<file path="config.mk">
export PLATFORM = sky130hd
export DESIGN_NAME = next_fit_bitmap_channel_allocator
export DESIGN_NICKNAME = d
export VERILOG_FILES = /design/src/sv/nfba_pkg.sv /design/src/sv/nfba_row_scan.sv /design/src/sv/next_fit_bitmap_channel_allocator.sv
export SDC_FILE = /design/constraint.sdc
export NUM_CORES = 2
export LEC_CHECK = 0
export BUFFER_PORTS_ARGS = -buffer_cell sky130_fd_sc_hd__buf_2
export CAP_MARGIN = 20
export CORE_ASPECT_RATIO = 1.4
export CORE_MARGIN = 4
export CORE_UTILIZATION = 35
export CTS_BUF_LIST = sky130_fd_sc_hd__clkbuf_4
export CTS_CLUSTER_DIAMETER = 200
export DETAILED_ROUTE_END_ITERATION = 8
export HOLD_SLACK_MARGIN = 0.06
export PLACE_DENSITY = 0.56
export SYNTH_ARGS = -nofsm -noshare
export SYNTH_HDL_FRONTEND = slang
export SYNTH_SLANG_ARGS = --single-unit
export TNS_END_PERCENT = 1
</file>
<file path="constraint.sdc">
create_clock -name i_clk -period 11.8 [get_ports i_clk]
set_clock_uncertainty 0.2 [all_clocks]
set_input_delay 0.59 -clock i_clk [delete_from_list [all_inputs] [get_ports i_clk]]
set_output_delay 0.59 -clock i_clk [all_outputs]
set_load 0.03 [all_outputs]
</file>
<file path="src/sv/nfba_pkg.sv">
package nfba_pkg;

    // Bitmap row geometry
    localparam int WORD_W = 32;
    localparam int BIT_W  = 5;
    localparam int CH_W   = 16;
    localparam int REG_W  = 32;

    // Operation codes
    localparam logic [1:0] OP_ALLOC   = 2'd0;
    localparam logic [1:0] OP_CLAIM   = 2'd1;
    localparam logic [1:0] OP_RELEASE = 2'd2;

    // Register index (paddr bit 2)
    localparam logic REG_RANGE_LOW  = 1'b0;
    localparam logic REG_RANGE_HIGH = 1'b1;

    typedef enum logic [2:0] {
        S_CLEAR,
        S_IDLE,
        S_READ,
        S_CHECK,
        S_DONE
    } t_state;

    // Masking context for one bitmap row
    typedef struct packed {
        logic             use_start;
        logic [BIT_W-1:0] start_bit;
        logic             at_last;
        logic [BIT_W-1:0] last_bit;
    } t_scan_ctl;

    typedef struct packed {
        logic             hit;
        logic [BIT_W-1:0] bit_idx;
    } t_scan_res;

endpackage

</file>
<file path="src/sv/nfba_row_scan.sv">
module nfba_row_scan
    import nfba_pkg::*;
(
    input  logic [WORD_W-1:0] i_row_bits,
    input  t_scan_ctl         i_ctl,
    output t_scan_res         o_res
);

    logic [WORD_W-1:0] w_hi_mask;
    logic [WORD_W-1:0] w_lo_mask;
    logic [WORD_W-1:0] w_free;

    // Keep bits from the start bit up to the last bit of the span, then pick the lowest free one
    always_comb begin
        w_hi_mask = i_ctl.at_last ?
                    ({WORD_W{1'b1}} >> (BIT_W'(WORD_W - 1) - i_ctl.last_bit)) :
                    {WORD_W{1'b1}};
        w_lo_mask = i_ctl.use_start ? ({WORD_W{1'b1}} << i_ctl.start_bit) : {WORD_W{1'b1}};
        w_free    = ~i_row_bits & w_hi_mask & w_lo_mask;
        o_res.hit     = |w_free;
        o_res.bit_idx = '0;
        for (int i = WORD_W - 1; i >= 0; i--) begin
            if (w_free[i]) begin
                o_res.bit_idx = BIT_W'(i);
            end
        end
    end

endmodule

</file>
<file path="src/sv/next_fit_bitmap_channel_allocator.sv">
// Claim and release pass through S_READ, S_CHECK and S_DONE before the output register presents
// the result (o_out_valid high); allocate repeats S_READ and S_CHECK for each bitmap row examined
// (32 channels per row, at most ROWS + 1 rows examined). Items that fail on span, range or code checks
// go straight from S_IDLE to S_DONE. A new item is taken only in S_IDLE, after the previous result has
// left S_DONE; one bitmap read per row examined, at most one bitmap write per item.
// Reset (synchronous, active low) restores range_low = 1, range_high = 2047 and runs a clearing
// pass over all ROWS rows (64 at MAX_CHANNELS = 2048); each register write repeats that pass.
module next_fit_bitmap_channel_allocator
    import nfba_pkg::*;
#(
    parameter int unsigned MAX_CHANNELS = 2048
) (
    input  logic             i_clk,
    input  logic             i_rst_n,

    // Input channel
    input  logic             i_in_valid,
    output logic             o_in_stall,
    input  logic [1:0]       i_operation,
    input  logic [CH_W-1:0]  i_channel,

    // Output channel
    output logic             o_out_valid,
    input  logic             i_out_stall,
    output logic             o_success,
    output logic [CH_W-1:0]  o_granted_channel,

    // Configuration port
    input  logic             psel,
    input  logic             penable,
    input  logic             pwrite,
    input  logic [2:0]       paddr,
    input  logic [REG_W-1:0] pwdata,
    output logic [REG_W-1:0] prdata,
    output logic             pready
);

    // Bitmap geometry: rows of WORD_W channels, position = {row, bit}
    localparam int ROWS  = (MAX_CHANNELS + WORD_W - 1) / WORD_W;
    localparam int ROW_W = (ROWS > 1) ? $clog2(ROWS) : 1;
    localparam int POS_W = $clog2(MAX_CHANNELS);
    localparam int X_W   = ROW_W + BIT_W;

    // Control and configuration registers
    t_state              r_state, n_state;
    logic [CH_W-1:0]     r_low, n_low;
    logic [CH_W-1:0]     r_high, n_high;
    logic [POS_W-1:0]    r_pos, n_pos;
    logic [ROW_W-1:0]    r_clr_row, n_clr_row;
    logic                r_out_valid, n_out_valid;

    // Item context and result
    logic [1:0]          r_op, n_op;
    logic [ROW_W-1:0]    r_row, n_row;
    logic [BIT_W-1:0]    r_bit, n_bit;
    logic                r_phase, n_phase;
    logic                r_res_ok, n_res_ok;
    logic [CH_W-1:0]     r_res_grant, n_res_grant;
    logic                r_out_ok, n_out_ok;
    logic [CH_W-1:0]     r_out_grant, n_out_grant;

    // Bitmap RAM: one set bit per channel in use
    logic [WORD_W-1:0]   r_map [ROWS];
    logic [WORD_W-1:0]   r_rdata;
    logic                w_rd_en;
    logic                w_wr_en;
    logic [ROW_W-1:0]    w_wr_row;
    logic [WORD_W-1:0]   w_wr_data;

    // Span and position decode
    logic [CH_W-1:0]     w_nm1;
    logic                w_span_ok;
    logic [X_W-1:0]      w_last_x;
    logic [ROW_W-1:0]    w_last_row;
    logic [X_W-1:0]      w_pos_x;
    logic [ROW_W-1:0]    w_pos_row;
    logic                w_pos_ok;
    logic [CH_W-1:0]     w_in_off;
    logic [X_W-1:0]      w_in_off_x;
    logic                w_in_range;
    logic                w_in_fail;

    logic                w_cfg_wr;
    logic                w_accept;
    logic                w_out_free;
    logic                w_at_last;
    logic                w_miss_end;
    logic [X_W-1:0]      w_found_x;
    logic [WORD_W-1:0]   w_bit_mask;
    logic [WORD_W-1:0]   w_found_mask;

    t_scan_ctl           w_scan_ctl;
    t_scan_res           w_scan_res;

    // Usable span is range_low..range_high, at most MAX_CHANNELS wide
    assign w_nm1      = r_high - r_low;
    assign w_span_ok  = (r_high >= r_low) && (w_nm1 <= CH_W'(MAX_CHANNELS - 1));
    assign w_last_x   = w_nm1[X_W-1:0];
    assign w_last_row = w_last_x[X_W-1:BIT_W];

    assign w_pos_x    = X_W'(r_pos);
    assign w_pos_row  = w_pos_x[X_W-1:BIT_W];
    assign w_pos_ok   = CH_W'(r_pos) <= w_nm1;

    assign w_in_off   = i_channel - r_low;
    assign w_in_off_x = w_in_off[X_W-1:0];
    assign w_in_range = w_span_ok && (i_channel >= r_low) && (i_channel <= r_high);

    // Fail at once on a bad span, an unknown code, or a claim/release outside the span
    always_comb begin
        w_in_fail = 1'b1;
        if (w_span_ok) begin
            case (i_operation)
                OP_ALLOC:             w_in_fail = 1'b0;
                OP_CLAIM, OP_RELEASE: w_in_fail = !w_in_range;
                default:              w_in_fail = 1'b1;
            endcase
        end
    end

    assign w_cfg_wr   = psel && penable && pwrite && pready;
    assign w_accept   = i_in_valid && (r_state == S_IDLE);
    assign w_out_free = !r_out_valid || !i_out_stall;

    // Row scan: the wrap pass ends at the saved row or at the last row of the span
    assign w_at_last  = (r_row == w_last_row);
    assign w_miss_end = r_phase && (w_at_last || (r_row == w_pos_row));

    always_comb begin
        w_scan_ctl.use_start = !r_phase && (r_row == w_pos_row);
        w_scan_ctl.start_bit = w_pos_x[BIT_W-1:0];
        w_scan_ctl.at_last   = w_at_last;
        w_scan_ctl.last_bit  = w_last_x[BIT_W-1:0];
    end

    nfba_row_scan u_row_scan (
        .i_row_bits (r_rdata),
        .i_ctl      (w_scan_ctl),
        .o_res      (w_scan_res)
    );

    assign w_found_x    = {r_row, w_scan_res.bit_idx};
    assign w_bit_mask   = {{(WORD_W - 1){1'b0}}, 1'b1} << r_bit;
    assign w_found_mask = {{(WORD_W - 1){1'b0}}, 1'b1} << w_scan_res.bit_idx;

    // Next state
    always_comb begin
        n_state = r_state;
        case (r_state)
            S_CLEAR: begin
                if (r_clr_row == ROW_W'(ROWS - 1)) begin
                    n_state = S_IDLE;
                end
            end
            S_IDLE: begin
                if (w_accept) begin
                    n_state = w_in_fail ? S_DONE : S_READ;
                end
            end
            S_READ: begin
                n_state = S_CHECK;
            end
            S_CHECK: begin
                if ((r_op == OP_ALLOC) && !w_scan_res.hit && !w_miss_end) begin
                    n_state = S_READ;
                end else begin
                    n_state = S_DONE;
                end
            end
            S_DONE: begin
                if (w_out_free) begin
                    n_state = S_IDLE;
                end
            end
            default: begin
                n_state = S_CLEAR;
            end
        endcase
        // Restart the clearing pass on any register write
        if (w_cfg_wr) begin
            n_state = S_CLEAR;
        end
    end

    // RAM strobes
    always_comb begin
        w_rd_en   = 1'b0;
        w_wr_en   = 1'b0;
        w_wr_row  = r_row;
        w_wr_data = r_rdata;
        case (r_state)
            S_CLEAR: begin
                w_wr_en   = 1'b1;
                w_wr_row  = r_clr_row;
                w_wr_data = '0;
            end
            S_READ: begin
                w_rd_en = 1'b1;
            end
            S_CHECK: begin
                case (r_op)
                    OP_ALLOC: begin
                        w_wr_en   = w_scan_res.hit;
                        w_wr_data = r_rdata | w_found_mask;
                    end
                    OP_CLAIM: begin
                        w_wr_en   = !r_rdata[r_bit];
                        w_wr_data = r_rdata | w_bit_mask;
                    end
                    OP_RELEASE: begin
                        w_wr_en   = 1'b1;
                        w_wr_data = r_rdata & ~w_bit_mask;
                    end
                    default: begin
                        w_wr_en = 1'b0;
                    end
                endcase
            end
            default: begin
                w_rd_en = 1'b0;
            end
        endcase
    end

    // Datapath next values
    always_comb begin
        n_low       = r_low;
        n_high      = r_high;
        n_pos       = r_pos;
        n_clr_row   = r_clr_row;
        n_op        = r_op;
        n_row       = r_row;
        n_bit       = r_bit;
        n_phase     = r_phase;
        n_res_ok    = r_res_ok;
        n_res_grant = r_res_grant;
        n_out_ok    = r_out_ok;
        n_out_grant = r_out_grant;
        n_out_valid = r_out_valid && i_out_stall;

        case (r_state)
            S_CLEAR: begin
                n_clr_row = r_clr_row + ROW_W'(1);
            end
            S_IDLE: begin
                if (w_accept) begin
                    n_op        = i_operation;
                    n_res_ok    = 1'b0;
                    n_res_grant = i_channel;
                    if (i_operation == OP_ALLOC) begin
                        // Start at the saved row, or go straight to the wrap pass
                        n_row   = w_pos_ok ? w_pos_row : '0;
                        n_phase = !w_pos_ok;
                    end else begin
                        n_row   = w_in_off_x[X_W-1:BIT_W];
                        n_bit   = w_in_off_x[BIT_W-1:0];
                        n_phase = 1'b0;
                    end
                end
            end
            S_CHECK: begin
                case (r_op)
                    OP_ALLOC: begin
                        if (w_scan_res.hit) begin
                            n_pos       = POS_W'(w_found_x);
                            n_res_ok    = 1'b1;
                            n_res_grant = r_low + CH_W'(w_found_x);
                        end else if (!w_miss_end) begin
                            if (!r_phase && w_at_last) begin
                                n_row   = '0;
                                n_phase = 1'b1;
                            end else begin
                                n_row = r_row + ROW_W'(1);
                            end
                        end
                    end
                    OP_CLAIM: begin
                        n_res_ok = !r_rdata[r_bit];
                    end
                    OP_RELEASE: begin
                        n_res_ok = 1'b1;
                    end
                    default: begin
                        n_res_ok = 1'b0;
                    end
                endcase
            end
            S_DONE: begin
                // Hold the result until the output register is free
                if (w_out_free) begin
                    n_out_valid = 1'b1;
                    n_out_ok    = r_res_ok;
                    n_out_grant = r_res_grant;
                end
            end
            default: begin
                n_out_ok = r_out_ok;
            end
        endcase

        if (w_cfg_wr) begin
            if (paddr[2] == REG_RANGE_HIGH) begin
                n_high = pwdata[CH_W-1:0];
            end else begin
                n_low = pwdata[CH_W-1:0];
            end
            n_pos     = '0;
            n_clr_row = '0;
        end
    end

    // Control registers
    always_ff @(posedge i_clk) begin
        if (!i_rst_n) begin
            r_state     <= S_CLEAR;
            r_low       <= CH_W'(1);
            r_high      <= CH_W'(2047);
            r_pos       <= '0;
            r_clr_row   <= '0;
            r_out_valid <= 1'b0;
        end else begin
            r_state     <= n_state;
            r_low       <= n_low;
            r_high      <= n_high;
            r_pos       <= n_pos;
            r_clr_row   <= n_clr_row;
            r_out_valid <= n_out_valid;
        end
    end

    // Payload registers
    always_ff @(posedge i_clk) begin
        r_op        <= n_op;
        r_row       <= n_row;
        r_bit       <= n_bit;
        r_phase     <= n_phase;
        r_res_ok    <= n_res_ok;
        r_res_grant <= n_res_grant;
        r_out_ok    <= n_out_ok;
        r_out_grant <= n_out_grant;
    end

    // Bitmap RAM: one write port, one registered read port
    always_ff @(posedge i_clk) begin
        if (w_wr_en) begin
            r_map[w_wr_row] <= w_wr_data;
        end
        if (w_rd_en) begin
            r_rdata <= r_map[r_row];
        end
    end

    assign o_in_stall        = (r_state != S_IDLE);
    assign o_out_valid       = r_out_valid;
    assign o_success         = r_out_ok;
    assign o_granted_channel = r_out_grant;

    assign pready = 1'b1;
    assign prdata = (paddr[2] == REG_RANGE_HIGH) ? REG_W'(r_high) : REG_W'(r_low);

endmodule
</file>
# After elaboration in Yosys (flattened, before gate mapping)
# Memory sizes are Yosys's and may differ from the RTL's. A register that Yosys moved wholly into a read port is not among the register bits.
# Cells that the tools add are included.
[totals] mem_count=1 latch_bits=0 rom_bits=0 reg_bits=101 word_cells=180 ramBits=2048
[mem_list] memory="r_map" depth=64 word_bits=32 read_ports=1 rd_ports_with_merged_regs=1 wr=1 line_no="next_fit_bitmap_channel_allocator.sv:63" text="logic [WORD_W-1:0] r_map [ROWS];"
[op_classes] order_cmp=6 eq_ne=21 n_div=0 add_sub_neg=6 n_mul=0 shift=4 n_reduce_logical=40 muxes=78 n_bitwise=10
[op_table] operator="$mux W5" n=32
[op_table] operator="$and A32 B32 Y32" n=3
[op_table] operator="$pmux W32 S3" n=1
[op_table] operator="$mux W16" n=4
[op_table] operator="$mux W32" n=2
[op_table] operator="$not A32 Y32" n=2
[op_table] operator="$or A32 B32 Y32" n=2
[op_table] operator="$pmux W32 S2" n=1
[op_table] operator="$shl A1 B5 Y32 const A" n=2
[op_table] operator="$mux W6" n=8
[op_table] operator="$ge A16 B16 Y1" n=2
[op_table] operator="$pmux W16 S2" n=1
[op_table] operator="$reduce_or A32 Y1" n=1
[op_table] operator="$shl A32 B5 Y32 const A" n=1
[op_table] operator="$shr A32 B5 Y32 const A" n=1
[op_table] operator="$add A16 B11 Y16" n=1
[op_table] operator="$le A11 B16 Y1" n=1
[op_table] operator="$le A16 B11 Y1 const B" n=1
[op_table] operator="$le A16 B16 Y1" n=1
[op_table] operator="$ne A2 B2 Y1 const B" n=8
[op_table] operator="$sub A16 B16 Y16" n=1
[op_table] operator="$mux W1" n=15
[op_table] operator="$mux W3" n=5
[op_table] operator="$pmux W3 S5" n=1
[op_table] operator="30 further kinds" n=68

# Logic depth before layout (Yosys ltp)
[depth] ltp_word=42 ltp_mapped=31 depth_no_buf=29

# Cells and area by module
# Synthesis repeated with hierarchy kept, for this count alone.
[hier_totals] cells_unflattened=4261 area_unflattened_um2=88356.0
[modules_own_cells] mod="next_fit_bitmap_channel_allocator" area_each_um2=87084.8 cells_per_inst=4062 seq_area_each_um2=64962.3 n_inst=1
[modules_own_cells] mod="nfba_row_scan" area_each_um2=1271.2 cells_per_inst=199 seq_area_each_um2=0.0 n_inst=1

# Worst setup path before layout
# No wires, ideal clock.
[synth_timing] kind="reg2reg" start="register r_low[0]" end="register r_res_grant[14] (data pin)" synth_period_minus_slack_ps=6299 slack_ps=5501 path_buffers=2 arrival_ps=5830 setup_time_ps=269 stages_incl_launch_ff=30 cell_sequence="dfxtp_1 ha_1 inv_1 fa_1 a211oi_1 nor2_1 nor2_1 clkbuf_1 nand3_1 or4_1 a31oi_1 mux2i_1 a211oi_2 o211ai_4 buf_6 nor2_1 ha_1 inv_1 fa_1 nor2b_1 o21ai_0 a21boi_0 o21ai_0 a21boi_0 o21ai_0 a21oi_1 o21ai_0 a2111oi_0 xnor2_1 o21ai_0"
[synth_rtl] element="start, declared" line_no="next_fit_bitmap_channel_allocator.sv:46" text="logic [CH_W-1:0] r_low, n_low;"
[synth_rtl] element="start signal, assigned" line_no="next_fit_bitmap_channel_allocator.sv:323" text="r_low <= n_low;"
[synth_rtl] element="end signal, assigned" line_no="next_fit_bitmap_channel_allocator.sv:338" text="r_res_grant <= n_res_grant;"
[synth_rtl] element="end, declared" line_no="next_fit_bitmap_channel_allocator.sv:58" text="logic [CH_W-1:0] r_res_grant, n_res_grant;"

==> flow_metrics.py <==
metrics = {
    "outcome": {
        "status": "completed",
    },
    "grt": {
        "antenna_found_initial": 29,
        "gr-total-overflow": 0,
        "grt_util_met1": 0.219,
        "grtUsageTotal": 0.190,
        "grt_first_pass_wirelength_um": 363000,
        "grt_max_degree": 125,
        "use_met3": 0.0321,
        "grt_use_met2": 0.340,
        "grt_pass1_vias": 50795,
        "busiest_layer": "met2",
    },
    "sta": {
        "min_period_over_period": 0.678,
        "relSlewSlack": 0.230,
        "period_needed_ps": 8000,
        "final-setup-viol-count": 0,
        "report.final.hold_viol_count": 0,
        "maxSlewViolCount": 0,
        "tightest_slew_ps": 1150,
        "rsz0062_at_grt": "no",
        "tns_ps": 0,
        "max_freq_ghz": 0.125,
    },
    "critical_path": {
        "critPathLaunchType": "register",
        "slowest_delay_ps": 680,
        "path_class": "register to register",
        "cp_max_fo": 36,
        "endpoint_kind": "register",
        "cp.arrival_ps": 8770,
        "cpMostUsedCell": "o21ai_0",
        "worstPathRequired_ps": 12580,
        "cpMaxStageDelayCell": "nor4_4",
    },
    "floorplanning": {
        "core_sq_mm": 0.255,
        "initial_core_util": 0.353,
        "die_width_um": 436,
        "rows": 219,
        "design.die.area_sq_mm": 0.265,
        "die_h_um": 608,
        "ioPinCount": 112,
    },
    "clock_tree": {
        "htreeDepth": 5,
        "cts_tree": "yes",
        "clkSlewWorstSetupHoldPaths_ps": 70,
        "cts-buffers-inserted": 483,
        "clk_path_buf_depth": 4,
        "cts-root-buf": "clkbuf_4",
        "clock_sinks": 2181,
        "cts_setup_buffers": 0,
        "worstSkewPairLatency_ps": 1250,
    },
    "yosys": {
        "ys_ff_latch": 2181,
        "yosysUniqueCellTypes": 108,
        "syn_area_per_cell_sq_um": 20.2,
        "ys_warn_count": 0,
        "synth_cells": 4458,
        "netlist_area_sq_mm": 0.0899,
        "async_flop_share": 0,
        "synth_edf_count": 2128,
        "ys_seq_area_frac": 0.722,
        "ys.flop_type": "edfxtp_1",
    },
    "power": {
        "power.total_mw": 14.4,
        "cellLeakagePower_nw": 27.6,
        "ir_worst_vdd_uv": 76.3,
        "power-per-cell-area_mw_per_mm2": 140,
    },
    "finish": {
        "fin_util": 0.402,
        "finalNonFillerCells": 8817,
        "stdcell_area_sq_mm": 0.103,
        "drive_above_1_share": 0.338,
        "layout-area-overhead-vs-synth_pct": 14.1,
        "num-nets-final": 5170,
    },
    "drt": {
        "drtAntennaViolNets": 0,
        "wl_per_cell_um": 29.1,
        "viasPerCell": 5.49,
        "drtIter0Drc": 4116,
        "wl_um": 256000,
        "via_count": 48410,
        "drc": 0,
        "drtPass1Iterations": 7,
    },
    "place": {
        "gp_congestion": 0.906,
        "placed_cells": 7868,
        "placed_area_sq_mm": 0.0955,
        "dpl.hpwl_um": 148000,
        "portBuffers": 76,
    },
    "min_path": {
        "min_path_type": "register to register",
    },
    "flow_run": {
        "cap_violations": 0,
    },
}
[layout by cell type (no fill, tap or decap), types with 53 or more instances in the layout]
cell / n
clkinv_1: 84
buf_2: 76
nand2_1: 199
edfxtp_1: 2128
o21ai_0: 86
inv_1: 80
mux4_2: 682
a21oi_1: 61
ha_1: 73
dlygate4sd3_1: 100
buf_4: 154
a31oi_1: 58
clkbuf_4: 710
nor3_2: 58
dfxtp_1: 53
nor2_1: 118
[Yosys cell counts (5+ instances only)]
| cell | count | share of area |
|---|---|---|
| or2_2 | 6 | 0.00042 |
| o21ai_1 | 5 | 0.00028 |
| nor3_2 | 13 | 0.0014 |
| o211ai_1 | 32 | 0.0027 |
| inv_1 | 80 | 0.0033 |
| a211o_1 | 7 | 0.00068 |
| nand4b_1 | 10 | 0.00097 |
| a41oi_1 | 6 | 0.00058 |
| buf_6 | 8 | 0.0010 |
| o21a_1 | 18 | 0.0015 |
| xnor2_1 | 25 | 0.0024 |
| nand4_1 | 25 | 0.0017 |
| buf_4 | 26 | 0.0022 |
| nor3_1 | 79 | 0.0044 |
| buf_2 | 15 | 0.00083 |
| nand2_1 | 199 | 0.0083 |
| xor2_1 | 19 | 0.0019 |
| mux2i_1 | 14 | 0.0016 |
| and2_1 | 7 | 0.00049 |
| nand3_1 | 48 | 0.0027 |
| nand2b_1 | 20 | 0.0014 |
| nor2b_1 | 16 | 0.0011 |
| buf_1 | 46 | 0.0019 |
| and3_1 | 13 | 0.00090 |
| nand3b_1 | 8 | 0.00067 |
| o31ai_1 | 13 | 0.0011 |
| a221o_1 | 6 | 0.00067 |
| dfxtp_1 | 53 | 0.012 |
| a211oi_1 | 34 | 0.0028 |
| a21oi_1 | 90 | 0.0050 |
| clkbuf_1 | 169 | 0.0071 |
| ha_1 | 73 | 0.010 |
| nor2_1 | 118 | 0.0049 |
| o22ai_1 | 8 | 0.00056 |
| nor4_1 | 10 | 0.00070 |
| a21boi_0 | 32 | 0.0027 |
| or3_1 | 11 | 0.00077 |
| edfxtp_1 | 2128 | 0.71 |
| a31o_2 | 7 | 0.00068 |
| mux4_2 | 682 | 0.17 |
| a31oi_1 | 63 | 0.0044 |
| a21o_1 | 20 | 0.0017 |
| o21ai_0 | 87 | 0.0048 |
[what timing repair did]
item	CTS	global route
hold endpoints to repair	131	2
gates resized for setup	0	0
hold buffers	99	1
[power by group]
| part | total, mW | switching (mW) | internal, mW |
|---|---|---|---|
| clock network | 5.67 | 2.82 | 2.85 |
| registers | 8.42 | 0.0128 | 8.41 |
| logic | 0.296 | 0.194 | 0.102 |
[state kept, by name, indices dropped and copies added (netlist names), 11 cells and up]
signal,flops
r_map,2048
r_rdata,32
o_granted_channel,16
r_high,16
r_low,16
r_res_grant,16
r_pos,11
[worst max-delay path: cells and delay by family (launching register included)]
kind                     cells  cell delay (ps)
multiplexers                 1              260
AND/OR/NAND/NOR              4             1490
adder cells (fa/ha/maj)      2              570
buffers and inverters        2              610
flip-flops                   1              620
XOR/XNOR                     2              500
AO/OA/AOI/OAI               14             3470
[logic make-up after synthesis]
kind of cell    after synthesis  share of synthesized area
flops                      2181                      0.722
mux                         698                      0.173
simple gates                609                     0.0342
compound gates              499                     0.0390
buf+inv                     347                     0.0164
fa+ha+maj                    76                     0.0108
xor+xnor                     46                    0.00465
other cells                   2                  0.0000835
[layer usage]
metal / share of wire / up-vias / wire [um]
li1: - / 20161 / -
met1: 0.36 / 25783 / 92900
met2: 0.53 / 1943 / 136000
met3: 0.057 / 509 / 14500
met4: 0.049 / 14 / 12500
met5: 0.00037 / - / 95
[metrics by stage]
step	worst slack, ps	hold WS, ps
floorplan	5500	200
global placement	3790	201
detailed placement	3870	205
CTS	3820	80.9
global route	3190	182
finish	3800	213
[final cells by class]
class                   instances  area (sq um)
diodes                         31          77.6
inverters                      83           319
clock inverters               102           568
well taps                    3425          4290
fillers                     22920        153000
multi-input cells            1945         24300
repair buffers                340          2740
flip-flops and latches       2181         65000
clock buffers                 710          5330
[final timing paths]
check | startpoint | end | slack [ps] | depth (start not counted)
min | r_res_grant[11] | o_granted_channel[11] | 210 | 0
max | r_row[4] | r_res_grant[14] | 3800 | 25
max reg2reg | r_row[4] | r_res_grant[14] | 3800 | 25
min reg2reg | r_res_grant[11] | o_granted_channel[11] | 210 | 0
No activity file was read; power rests on OpenSTA's default activity.
